### src/ste_pkg.sv
package ste_pkg;

  // reset value of the session lifetime register, in seconds
  localparam logic [31:0] LIFETIME_RST = 32'd3600;

  typedef enum logic {
    KIND_CREATE = 1'b0,
    KIND_LOOKUP = 1'b1
  } kind_e;

  typedef enum logic [2:0] {
    ST_CREATED   = 3'd0,
    ST_EVICTED   = 3'd1,
    ST_FOUND     = 3'd2,
    ST_NOT_FOUND = 3'd3,
    ST_EXPIRED   = 3'd4
  } status_e;

  typedef enum logic [1:0] {
    S_IDLE,
    S_SCAN,
    S_COMMIT
  } state_e;

  typedef struct packed {
    kind_e       kind;
    logic [63:0] session_id;
    logic [63:0] key_value;
    logic [31:0] now_seconds;
  } in_item_t;

  typedef struct packed {
    status_e     status;
    logic [3:0]  slot;
    logic [63:0] stored_key;
  } out_item_t;

  // controller to datapath
  typedef struct packed {
    logic load;
    logic scan;
    logic commit;
  } ste_cmd_t;

  // datapath to controller
  typedef struct packed {
    logic done;
    logic out_free;
  } ste_sts_t;

endpackage

### src/ste_ctrl.sv
module ste_ctrl import ste_pkg::*; (
  input  logic     clk_i,
  input  logic     rst_ni,
  input  logic     in_valid_i,
  output logic     in_stall_o,
  input  ste_sts_t sts_i,
  output ste_cmd_t cmd_o
);

  state_e state_q, state_d;

  // next state
  always_comb begin
    state_d = state_q;
    case (state_q)
      S_IDLE: begin
        if (in_valid_i) state_d = S_SCAN;
      end
      S_SCAN: begin
        if (sts_i.done) state_d = S_COMMIT;
      end
      S_COMMIT: begin
        if (sts_i.out_free) state_d = S_IDLE;
      end
      default: begin
        state_d = S_IDLE;
      end
    endcase
  end

  // outputs
  always_comb begin
    in_stall_o    = 1'b1;
    cmd_o.load    = 1'b0;
    cmd_o.scan    = 1'b0;
    cmd_o.commit  = 1'b0;
    case (state_q)
      S_IDLE: begin
        in_stall_o = 1'b0;
        cmd_o.load = in_valid_i;
      end
      S_SCAN: begin
        cmd_o.scan = 1'b1;
      end
      S_COMMIT: begin
        cmd_o.commit = sts_i.out_free;
      end
      default: begin
        in_stall_o = 1'b1;
      end
    endcase
  end

  // state register
  always_ff @(posedge clk_i or negedge rst_ni) begin
    if (!rst_ni) begin
      state_q <= S_IDLE;
    end else begin
      state_q <= state_d;
    end
  end

endmodule

### src/ste_datapath.sv
module ste_datapath import ste_pkg::*; #(
  parameter int ENTRIES  = 16,
  parameter int ID_BITS  = 64,
  parameter int KEY_BITS = 64
) (
  input  logic        clk_i,
  input  logic        rst_ni,
  input  logic        cfg_we_i,
  input  logic [31:0] cfg_wdata_i,
  input  in_item_t    in_item_i,
  input  ste_cmd_t    cmd_i,
  output ste_sts_t    sts_o,
  output logic        out_valid_o,
  input  logic        out_stall_i,
  output out_item_t   out_item_o
);

  localparam int IDX_W = $clog2(ENTRIES);
  localparam logic [IDX_W-1:0] LAST_IDX = IDX_W'(ENTRIES - 1);

  // slot storage
  logic [ID_BITS-1:0]  id_mem  [ENTRIES];
  logic [KEY_BITS-1:0] key_mem [ENTRIES];
  logic [31:0]         exp_mem [ENTRIES];
  logic [ENTRIES-1:0]  valid_q, valid_d;

  logic [31:0] lifetime_q;
  in_item_t    item_q;

  // scan pointers and registered read data
  logic [IDX_W-1:0]    rd_idx_q, rd_idx_d;
  logic [IDX_W-1:0]    cmp_idx_q;
  logic                cmp_vld_q;
  logic [ID_BITS-1:0]  id_rd_q;
  logic [KEY_BITS-1:0] key_rd_q;
  logic [31:0]         exp_rd_q;
  logic                vb_rd_q;

  // oldest-expiry tracking and latched result
  logic [31:0]         min_q, min_d;
  logic [IDX_W-1:0]    pick_q, pick_d;
  status_e             res_status_q, res_status_d;
  logic [IDX_W-1:0]    res_idx_q, res_idx_d;
  logic [KEY_BITS-1:0] res_key_q, res_key_d;

  logic      out_valid_q, out_valid_d;
  out_item_t out_q;

  logic is_lookup, hit, last, take_min, done, is_create_res;

  // compare the slot read back in this cycle
  assign is_lookup = (item_q.kind == KIND_LOOKUP);
  assign hit       = vb_rd_q && (id_rd_q == item_q.session_id[ID_BITS-1:0]);
  assign last      = (cmp_idx_q == LAST_IDX);
  assign take_min  = (cmp_idx_q == '0) || (exp_rd_q < min_q);
  assign done      = cmp_vld_q && (is_lookup ? (hit || last) : (!vb_rd_q || last));

  assign sts_o.done     = done;
  assign sts_o.out_free = !out_valid_q || !out_stall_i;

  assign is_create_res = (res_status_q == ST_CREATED) || (res_status_q == ST_EVICTED);

  // read address walks the table once, wrapping at the end
  assign rd_idx_d = (rd_idx_q == LAST_IDX) ? '0 : rd_idx_q + 1'b1;

  // running minimum of expiry over in-use slots
  always_comb begin
    min_d  = min_q;
    pick_d = pick_q;
    if (cmd_i.scan && cmp_vld_q && !is_lookup && vb_rd_q && take_min) begin
      min_d  = exp_rd_q;
      pick_d = cmp_idx_q;
    end
  end

  // result of the item once the scan ends
  always_comb begin
    res_status_d = res_status_q;
    res_idx_d    = res_idx_q;
    res_key_d    = res_key_q;
    if (cmd_i.scan && done) begin
      res_key_d = '0;
      if (is_lookup) begin
        if (hit) begin
          res_idx_d = cmp_idx_q;
          if (item_q.now_seconds > exp_rd_q) begin
            res_status_d = ST_EXPIRED;
          end else begin
            res_status_d = ST_FOUND;
            res_key_d    = key_rd_q;
          end
        end else begin
          res_status_d = ST_NOT_FOUND;
          res_idx_d    = '0;
        end
      end else if (!vb_rd_q) begin
        res_status_d = ST_CREATED;
        res_idx_d    = cmp_idx_q;
      end else begin
        res_status_d = ST_EVICTED;
        res_idx_d    = take_min ? cmp_idx_q : pick_q;
      end
    end
  end

  // slot in-use bits
  always_comb begin
    valid_d = valid_q;
    if (cmd_i.commit) begin
      if (is_create_res) begin
        valid_d[res_idx_q] = 1'b1;
      end else if (res_status_q == ST_EXPIRED) begin
        valid_d[res_idx_q] = 1'b0;
      end
    end
  end

  // output register
  always_comb begin
    out_valid_d = out_valid_q;
    if (cmd_i.commit) begin
      out_valid_d = 1'b1;
    end else if (!out_stall_i) begin
      out_valid_d = 1'b0;
    end
  end

  // control registers
  always_ff @(posedge clk_i or negedge rst_ni) begin
    if (!rst_ni) begin
      lifetime_q  <= LIFETIME_RST;
      valid_q     <= '0;
      rd_idx_q    <= '0;
      cmp_vld_q   <= 1'b0;
      out_valid_q <= 1'b0;
    end else begin
      if (cfg_we_i) lifetime_q <= cfg_wdata_i;
      valid_q     <= valid_d;
      out_valid_q <= out_valid_d;
      if (cmd_i.load) begin
        rd_idx_q  <= '0;
        cmp_vld_q <= 1'b0;
      end else if (cmd_i.scan) begin
        rd_idx_q  <= rd_idx_d;
        cmp_vld_q <= 1'b1;
      end
    end
  end

  // payload registers
  always_ff @(posedge clk_i) begin
    if (cmd_i.load) item_q <= in_item_i;
    if (cmd_i.scan) cmp_idx_q <= rd_idx_q;
    min_q        <= min_d;
    pick_q       <= pick_d;
    res_status_q <= res_status_d;
    res_idx_q    <= res_idx_d;
    res_key_q    <= res_key_d;
    if (cmd_i.commit) begin
      out_q.status     <= res_status_q;
      out_q.slot       <= 4'(res_idx_q);
      out_q.stored_key <= 64'(res_key_q);
    end
  end

  // slot memories: one read per scan cycle, one write at commit
  always_ff @(posedge clk_i) begin
    if (cmd_i.scan) begin
      id_rd_q  <= id_mem[rd_idx_q];
      key_rd_q <= key_mem[rd_idx_q];
      exp_rd_q <= exp_mem[rd_idx_q];
      vb_rd_q  <= valid_q[rd_idx_q];
    end
    if (cmd_i.commit && is_create_res) begin
      id_mem[res_idx_q]  <= item_q.session_id[ID_BITS-1:0];
      key_mem[res_idx_q] <= item_q.key_value[KEY_BITS-1:0];
      exp_mem[res_idx_q] <= item_q.now_seconds + lifetime_q;
    end
  end

  assign out_valid_o = out_valid_q;
  assign out_item_o  = out_q;

endmodule

### src/session_table_expiry_evict_core.sv
// flow: an accepted item is registered, then the scan reads one slot per cycle
//   through the slot memory read port, compares each registered read and stops
//   at the first free slot, the matching slot, or the last; commit then registers
//   the result, waiting while the output stalls; the next item is taken after it
// reset: all slots free, session lifetime 3600, no result pending
module session_table_expiry_evict_core import ste_pkg::*; #(
  parameter int ENTRIES  = 16,
  parameter int ID_BITS  = 64,
  parameter int KEY_BITS = 64
) (
  input  logic        clk_i,
  input  logic        rst_ni,
  input  logic        cfg_we_i,
  input  logic [31:0] cfg_wdata_i,
  input  logic        in_valid_i,
  output logic        in_stall_o,
  input  in_item_t    in_item_i,
  output logic        out_valid_o,
  input  logic        out_stall_i,
  output out_item_t   out_item_o
);

  ste_cmd_t cmd;
  ste_sts_t sts;

  // sequencer
  ste_ctrl u_ctrl (
    .clk_i      (clk_i),
    .rst_ni     (rst_ni),
    .in_valid_i (in_valid_i),
    .in_stall_o (in_stall_o),
    .sts_i      (sts),
    .cmd_o      (cmd)
  );

  // slot table and result path
  ste_datapath #(
    .ENTRIES  (ENTRIES),
    .ID_BITS  (ID_BITS),
    .KEY_BITS (KEY_BITS)
  ) u_datapath (
    .clk_i       (clk_i),
    .rst_ni      (rst_ni),
    .cfg_we_i    (cfg_we_i),
    .cfg_wdata_i (cfg_wdata_i),
    .in_item_i   (in_item_i),
    .cmd_i       (cmd),
    .sts_o       (sts),
    .out_valid_o (out_valid_o),
    .out_stall_i (out_stall_i),
    .out_item_o  (out_item_o)
  );

`ifndef ASSERT_OFF
  // a result only appears after a commit
  a_out_from_commit : assert property (@(posedge clk_i) disable iff (!rst_ni)
    $rose(out_valid_o) |-> $past(cmd.commit))
    else $error("result shown without a commit");

  // a commit always presents a result
  a_commit_out : assert property (@(posedge clk_i) disable iff (!rst_ni)
    cmd.commit |=> out_valid_o)
    else $error("commit did not present a result");

  // no new item is taken while one is being written back
  a_no_accept_commit : assert property (@(posedge clk_i) disable iff (!rst_ni)
    cmd.commit |-> !(in_valid_i && !in_stall_o))
    else $error("item accepted during write-back");
`endif

endmodule
### config.mk
export PLATFORM = sky130hd
export DESIGN_NAME = session_table_expiry_evict_core
export DESIGN_NICKNAME = d
export VERILOG_FILES = /design/src/ste_pkg.sv /design/src/ste_ctrl.sv /design/src/ste_datapath.sv /design/src/session_table_expiry_evict_core.sv
export SDC_FILE = /design/constraint.sdc
export NUM_CORES = 2
export LEC_CHECK = 0
export BUFFER_PORTS_ARGS = -buffer_cell sky130_fd_sc_hd__clkbuf_2
export CORE_MARGIN = 4
export CORE_UTILIZATION = 35
export CTS_BUF_LIST = sky130_fd_sc_hd__clkbuf_8
export CTS_CLUSTER_DIAMETER = 150
export CTS_CLUSTER_SIZE = 12
export DETAILED_ROUTE_END_ITERATION = 16
export PLACE_DENSITY = 0.51
export SYNTH_ARGS = -nofsm -noshare
export SYNTH_HDL_FRONTEND = slang
export SYNTH_SLANG_ARGS = --single-unit
### constraint.sdc
create_clock -name clk_i -period 12.8 [get_ports clk_i]
set_clock_uncertainty 0.2 [all_clocks]
set_input_delay 0.64 -clock clk_i [delete_from_list [all_inputs] [get_ports clk_i]]
set_output_delay 0.64 -clock clk_i [all_outputs]
set_load 0.01 [all_outputs]
Word level (Yosys, flattened, before mapping) --
Memories as Yosys holds them, arrays and structs flattened. A register that Yosys moved wholly into a read port is not among the register bits. Index checks and enable logic that the tools add are counted. W data, S select, Z words.
Storage, ports and cells: output and inout bits 73, memory bits (read-only) 0, input bits 198, bits in registers 400, logic and storage cells 104, latch bits 0, memories kept 3, RAM bits 2560
Memories:
- u_datapath.id_mem | words 16, width 64, read ports 1, clocked after Yosys merged registers in 1, wr ports 1, RTL line ste_datapath.sv:22 | logic [ID_BITS-1:0] id_mem [ENTRIES];
- u_datapath.key_mem | words 16, width 64, read ports 1, clocked after Yosys merged registers in 1, wr ports 1, RTL line ste_datapath.sv:23 | logic [KEY_BITS-1:0] key_mem [ENTRIES];
- u_datapath.exp_mem | words 16, width 32, read ports 1, clocked after Yosys merged registers in 1, wr ports 1, RTL line ste_datapath.sv:24 | logic [31:0] exp_mem [ENTRIES];
Cells by class: div/mod/pow operators 0, eq/ne operators 11, add/subtract/negate cells 2, reductions and logical operators 26, $lt $le $gt $ge 5, shift operators 0, multiplexer cells 32, bitwise gates (word level) 5, multiply operators 0
Operators with widths (count):
- $eq A64 B64 Y1 | 1
- $add A32 B32 Y32 | 1
- $gt A32 B32 Y1 | 1
- $lt A32 B32 Y1 | 1
- $mux W16 | 2
- $mux W4 | 7
- $and A16 B16 Y16 | 1
- $not A16 Y16 | 1
- $or A16 B16 Y16 | 1
- $mux W1 | 14
- $lt A4 B5 Y1 const B | 2
- $logic_and A1 B1 Y1 | 9
- $mux W3 | 3
- $eq A4 B4 Y1 const B | 2
- $mux W2 | 3
- $ne A2 B1 Y1 const B | 3
- $pmux W2 S3 | 1
- $logic_or A1 B1 Y1 | 5
- $add A4 B1 Y4 const B | 1
- $bmux W1 S4 | 1
- $demux W1 S4 | 1
- $ge A4 B1 Y1 const B | 1
- $logic_not A1 Y1 | 4
- $logic_not A4 Y1 | 1
- other kinds (12) | 14

Longest topological paths before layout --
word-level depth 8, gate-level depth with buffers 13, depth with buffers taken out 12

Modules after synthesis --
A second synthesis with hierarchy kept.
Second synthesis, totals: cells, all modules 5529, area, all modules 118643.8 um^2
Modules (own cells, without submodules):
- ste_datapath | area each 118523.7 um^2, times used 1, cells an instance 5515, sequential area each 93364.5 um^2
- ste_ctrl | area each 120.1 um^2, times used 1, cells an instance 14, sequential area each 50.0 um^2

Worst setup path after synthesis --
No wires, ideal clock.
path type input to register, start in out_stall_i, end mem u_datapath.exp_mem[14][0], enable pin, slack 3.894 ns, library setup time 0.683 ns, arrival 8.023 ns, stages on the path 5, data required time 11.917 ns, buffers on the path 0, cells stage by stage nand2_1 nand2b_1 nor3_1 nand3b_1 nor2_1
On the way: longest elaborated chain between the ends 6
Ends and longest elaborated chain:
- start, declared | RTL line session_table_expiry_evict_core.sv:19 | input logic out_stall_i,
- $logic_not A1 Y1 | RTL line ste_datapath.sv:59 | assign sts_o.out_free = !out_valid_q || !out_stall_i;
- $logic_or A1 B1 Y1 | RTL line ste_datapath.sv:59
- $mux W1 | RTL line ste_ctrl.sv:37 | case (state_q)
- $logic_and A1 B1 Y1 | RTL line ste_datapath.sv:174 | if (cmd_i.commit && is_create_res) begin
- $mux W1 | RTL line ste_datapath.sv:174
- $mux W1 (not written as such) | RTL line ste_datapath.sv:177 | exp_mem[res_idx_q] <= item_q.now_seconds + lifetime_q;
- end, declared | RTL line ste_datapath.sv:24
No other way between the ends.

Worst setup path in the final report --
start reg u_datapath.item_q[130] in the netlist's numbering, end reg u_datapath.res_key_q[11], enable pin
On the way: longest elaborated chain between the ends 6
Ends and longest elaborated chain:
- start, declared | RTL line ste_datapath.sv:28 | in_item_t item_q;
- start signal, assigned | RTL line ste_datapath.sv:152 | if (cmd_i.load) item_q <= in_item_i;
- $eq A64 B64 Y1 | RTL line ste_datapath.sv:53 | assign hit = vb_rd_q && (id_rd_q == item_q.session_id[ID_BITS-1:0]);
- $logic_and A1 B1 Y1 | RTL line ste_datapath.sv:53
- $logic_or A1 B1 Y1 | RTL line ste_datapath.sv:56 | assign done = cmp_vld_q && (is_lookup ? (hit || last) : (!vb_rd_q || last));
- $mux W1 | RTL line ste_datapath.sv:56
- $logic_and A1 B1 Y1 | RTL line ste_datapath.sv:56
- $logic_and A1 B1 Y1 | RTL line ste_datapath.sv:81 | if (cmd_i.scan && done) begin
- end signal, assigned | RTL line ste_datapath.sv:158 | res_key_q <= res_key_d;
- end, declared | RTL line ste_datapath.sv:44 | logic [KEY_BITS-1:0] res_key_q, res_key_d;
No other way between the ends. A chain may end at the register's enable or synchronous reset.

==> results.json <==
{
  "status": "finished, final reports clean",
  "cts_setup_buffers": 0,
  "ys_seq_area_share_pct": 78.0,
  "p_per_area_nw_per_um2": 189,
  "post-route-period-util_pct": 43.9,
  "synth_fp_nets": 6391,
  "viasPerCell": 5.33,
  "synthTopCellsByArea": "edfxtp_1, mux4_2, mux2i_1",
  "placementRows": 214,
  "ys_ff_latch": 3120,
  "worstHoldPathType": "input pin to register",
  "gp_congestion": 0.746,
  "cts_resized": 0,
  "power_frac_clock_pct": 21.8,
  "die_w_um": 593,
  "cts_sinks": 3120,
  "yosysWarnings": 0,
  "fin_nets": 6993,
  "dr_total_vias": 60200,
  "cts.clk_slew.worst_paths_ns": 0.08,
  "path_cells": "xnor2_1 > nand4_1 > nor4_1 > nand4_1 > or3_4 > o21a_2 > a21bo_1 > nor2_4 > buf_4",
  "yosysUniqueCellTypes": 59,
  "fin_cells": 11300,
  "start_util_pct": 35.2,
  "cp_slowest_cell": "nor2_4",
  "async_reset_ff_share_pct": 1.79,
  "ff2ff_setup_slack_ns": 7.19,
  "grt_max_degree": 124,
  "crit_required_ns": 13.13,
  "dp_cells": 10700,
  "cts_root_buffer": "clkbuf_8",
  "fp.dieH_um": 593,
  "max-cap-violations": 0,
  "dp_hpwl_mm": 164,
  "area_delta_synth_final_pct": 11.4,
  "path_delay_family": "simple AND/OR/NAND/NOR gates",
  "cp_max_fo": 49,
  "fmax_ghz": 0.178,
  "routedWlPerCell_um": 28.3,
  "grt_overflow": 0,
  "cts_tree": "built",
  "grt_pass1_vias": 62000,
  "setup_viol": 0,
  "post-place-ws_ns": 7.25,
  "syn_inst": 6097,
  "post-route-drc-count": 0,
  "p_sw_share_pct": 31.1,
  "cpPeakStageDelay_ns": 0.75,
  "final_core_util_pct": 39.2,
  "coreArea_um2": 340000,
  "avgSynthCellArea_um2": 19.6,
  "synth_edf_count": 3064,
  "antenna_found_initial": 23,
  "p_seq_share_pct": 53.3,
  "worstSetupEndpointType": "register",
  "layout-drive-gt1-share_pct": 19.7,
  "relSlewSlack_pct": 8.94,
  "cts_buffers": 302,
  "setup_total_negative_slack_ns": 0,
  "io_pins": 271,
  "final_cell_mix": "edfxtp_1, mux2i_1, o21ai_0",
  "cpMostUsedCell": "nand4_1",
  "die_area_um2": 352000,
  "drt_first_pass_iters": 5,
  "tightest_slew_ns": 1.36,
  "holdBufCountCts": 196,
  "fin_ws_ns": 7.19,
  "critical_path_class": "register to register",
  "crit_buf_inv": 1,
  "intPower_mw": 17.3,
  "synth_ff_type": "edfxtp_1",
  "synth_top_area_share_pct": 76.8,
  "peakVddDrop_uv": 193,
  "drt_iter0_drc": 5524,
  "yosysTopAreaCell": "edfxtp_1",
  "grt_use_total_pct": 17.7,
  "crit_arrival_ns": 5.94,
  "leakagePower_nw": 42.9,
  "period_minus_slack_ns": 5.61,
  "synth_area_um2": 120000,
  "portBuffers": 270,
  "clk_latency_ns": 0.98,
  "drv_slew": 0,
  "p_comb_share_pct": 24.9,
  "start_kind": "register",
  "rsz0062_at_grt": "false",
  "fill_cells": 30500,
  "ant_nets": 0,
  "final_common_cell": "edfxtp_1",
  "holdWs_ns": 0.167,
  "htreeDepth": 5,
  "wirelength_mm": 319,
  "clock_path_buffers": 4,
  "netSwitchingPower_mw": 7.83,
  "grt_pass1_wl_mm": 454,
  "final_hold_viol_count": 0
}
path summary, 6_finish.rpt:
check / cells after the start / end / start
setup / recovery: 9 / u_datapath.res_key_q[11]$_SDFFCE_PP0P_ / u_datapath.item_q[130]$_DFFE_PP_
hold / removal: 2 / u_datapath.item_q[67]$_DFFE_PP_ / in_item_i[67]
setup reg to reg: 9 / u_datapath.res_key_q[11]$_SDFFCE_PP0P_ / u_datapath.item_q[130]$_DFFE_PP_
hold reg to reg: 0 / u_datapath.out_item_o[48]$_DFFE_PP_ / u_datapath.res_key_q[48]$_SDFFCE_PP0P_
max in group asynchronous: 2 / u_datapath.rd_idx_q[2]$_DFFE_PN0P_ / rst_ni
min in group asynchronous: 2 / u_datapath.lifetime_q[0]$_DFFE_PN0P_ / rst_ni
cells in the mapped netlist (3+ instances only):
master     number
ha_1           95
nor3_1          8
nand2b_1       19
a211o_1         5
clkbuf_1      182
xor2_1          9
and2_1          4
dfrtp_1        52
o2111ai_1       4
dfstp_2         4
nand3b_1        4
nor2_1         43
a311oi_1        4
nor2b_1        13
buf_2          38
nand3_1        20
a211oi_1        5
and3_1          4
nand2_1       194
buf_1          70
o22ai_1         5
nor3b_2        50
inv_1          94
a221oi_1      164
edfxtp_1     3064
nand4_1        31
o211ai_1       10
o21ai_0       379
mux2_2        191
buf_6           6
nor4_1          5
mux4_2        324
a21o_1         37
nor3b_1        14
o21a_1          9
mux2i_1       482
a22oi_1       161
o21bai_1        3
or2_2           3
xnor2_1        66
a21oi_1       202
through the flow:
stage | power, mW | instance area (um^2)
after floorplan | 17.6 | 120000
after global placement | 19.9 | 127000
after detailed placement | 19.9 | 127000
after CTS | 25.5 | 133000
after global routing | 26.4 | 133000
final | 25.1 | 133000
final cells by class:
type	count	area [um^2]	area share, %
clock inverter	44	238	0.178
antenna	7	17.5	0.0131
multi-input combinational	2586	25000	18.7
timing repair buffer	594	4410	3.31
inverter	95	367	0.275
clock buffer	310	4270	3.20
tap	4536	5680	4.26
sequential	3120	93400	70.0
registers in the layout, indices dropped and copies added, names as in the netlist, named ones only:
name	flops
u_ctrl.state_q	2
u_datapath.cmp_idx_q	4
u_datapath.cmp_vld_q	1
u_datapath.exp_mem	512
u_datapath.exp_rd_q	32
u_datapath.id_mem	1024
u_datapath.id_rd_q	64
u_datapath.is_lookup	1
u_datapath.item_q	160
u_datapath.key_mem	1024
u_datapath.key_rd_q	64
u_datapath.lifetime_q	32
u_datapath.min_q	32
u_datapath.out_item_o	71
u_datapath.out_valid_o	1
u_datapath.pick_q	4
u_datapath.rd_idx_q	4
u_datapath.res_idx_q	4
u_datapath.res_key_q	64
u_datapath.res_status_q	3
u_datapath.vb_rd_q	1
per-layer routing:
layer / track usage [%] / routed length, um
met3: 1.85 / 14100
met4: 4.05 / 7150
met5: 0 / 0
met2: 29.6 / 155000
met1: 25.1 / 143000
cells by family (layout without fill, tap and decap cells):
logic type	count (synthesis)	count (layout)	synth area share, %
flops	3120	3120	78.0
simple gates	416	416	1.94
buf+inv	391	1043	1.30
compound gates	1002	1002	5.26
xor+xnor	75	75	0.549
fa+ha+maj	96	96	1.01
mux	997	997	11.9
other cells	0	7	0
power groups by stage:
stage / sequential, mW / combinational [mW] / clock (mW)
3_3_place_gp: 13.6 / 6.26 / 0
6_report: 13.4 / 6.26 / 5.47
3_5_place_dp: 13.7 / 6.29 / 0
4_1_cts: 13.4 / 6.36 / 5.69
5_1_grt: 13.5 / 6.82 / 6.08
2_1_floorplan: 13.3 / 4.32 / 0
Note: power is estimated with default switching activity, not from simulation.
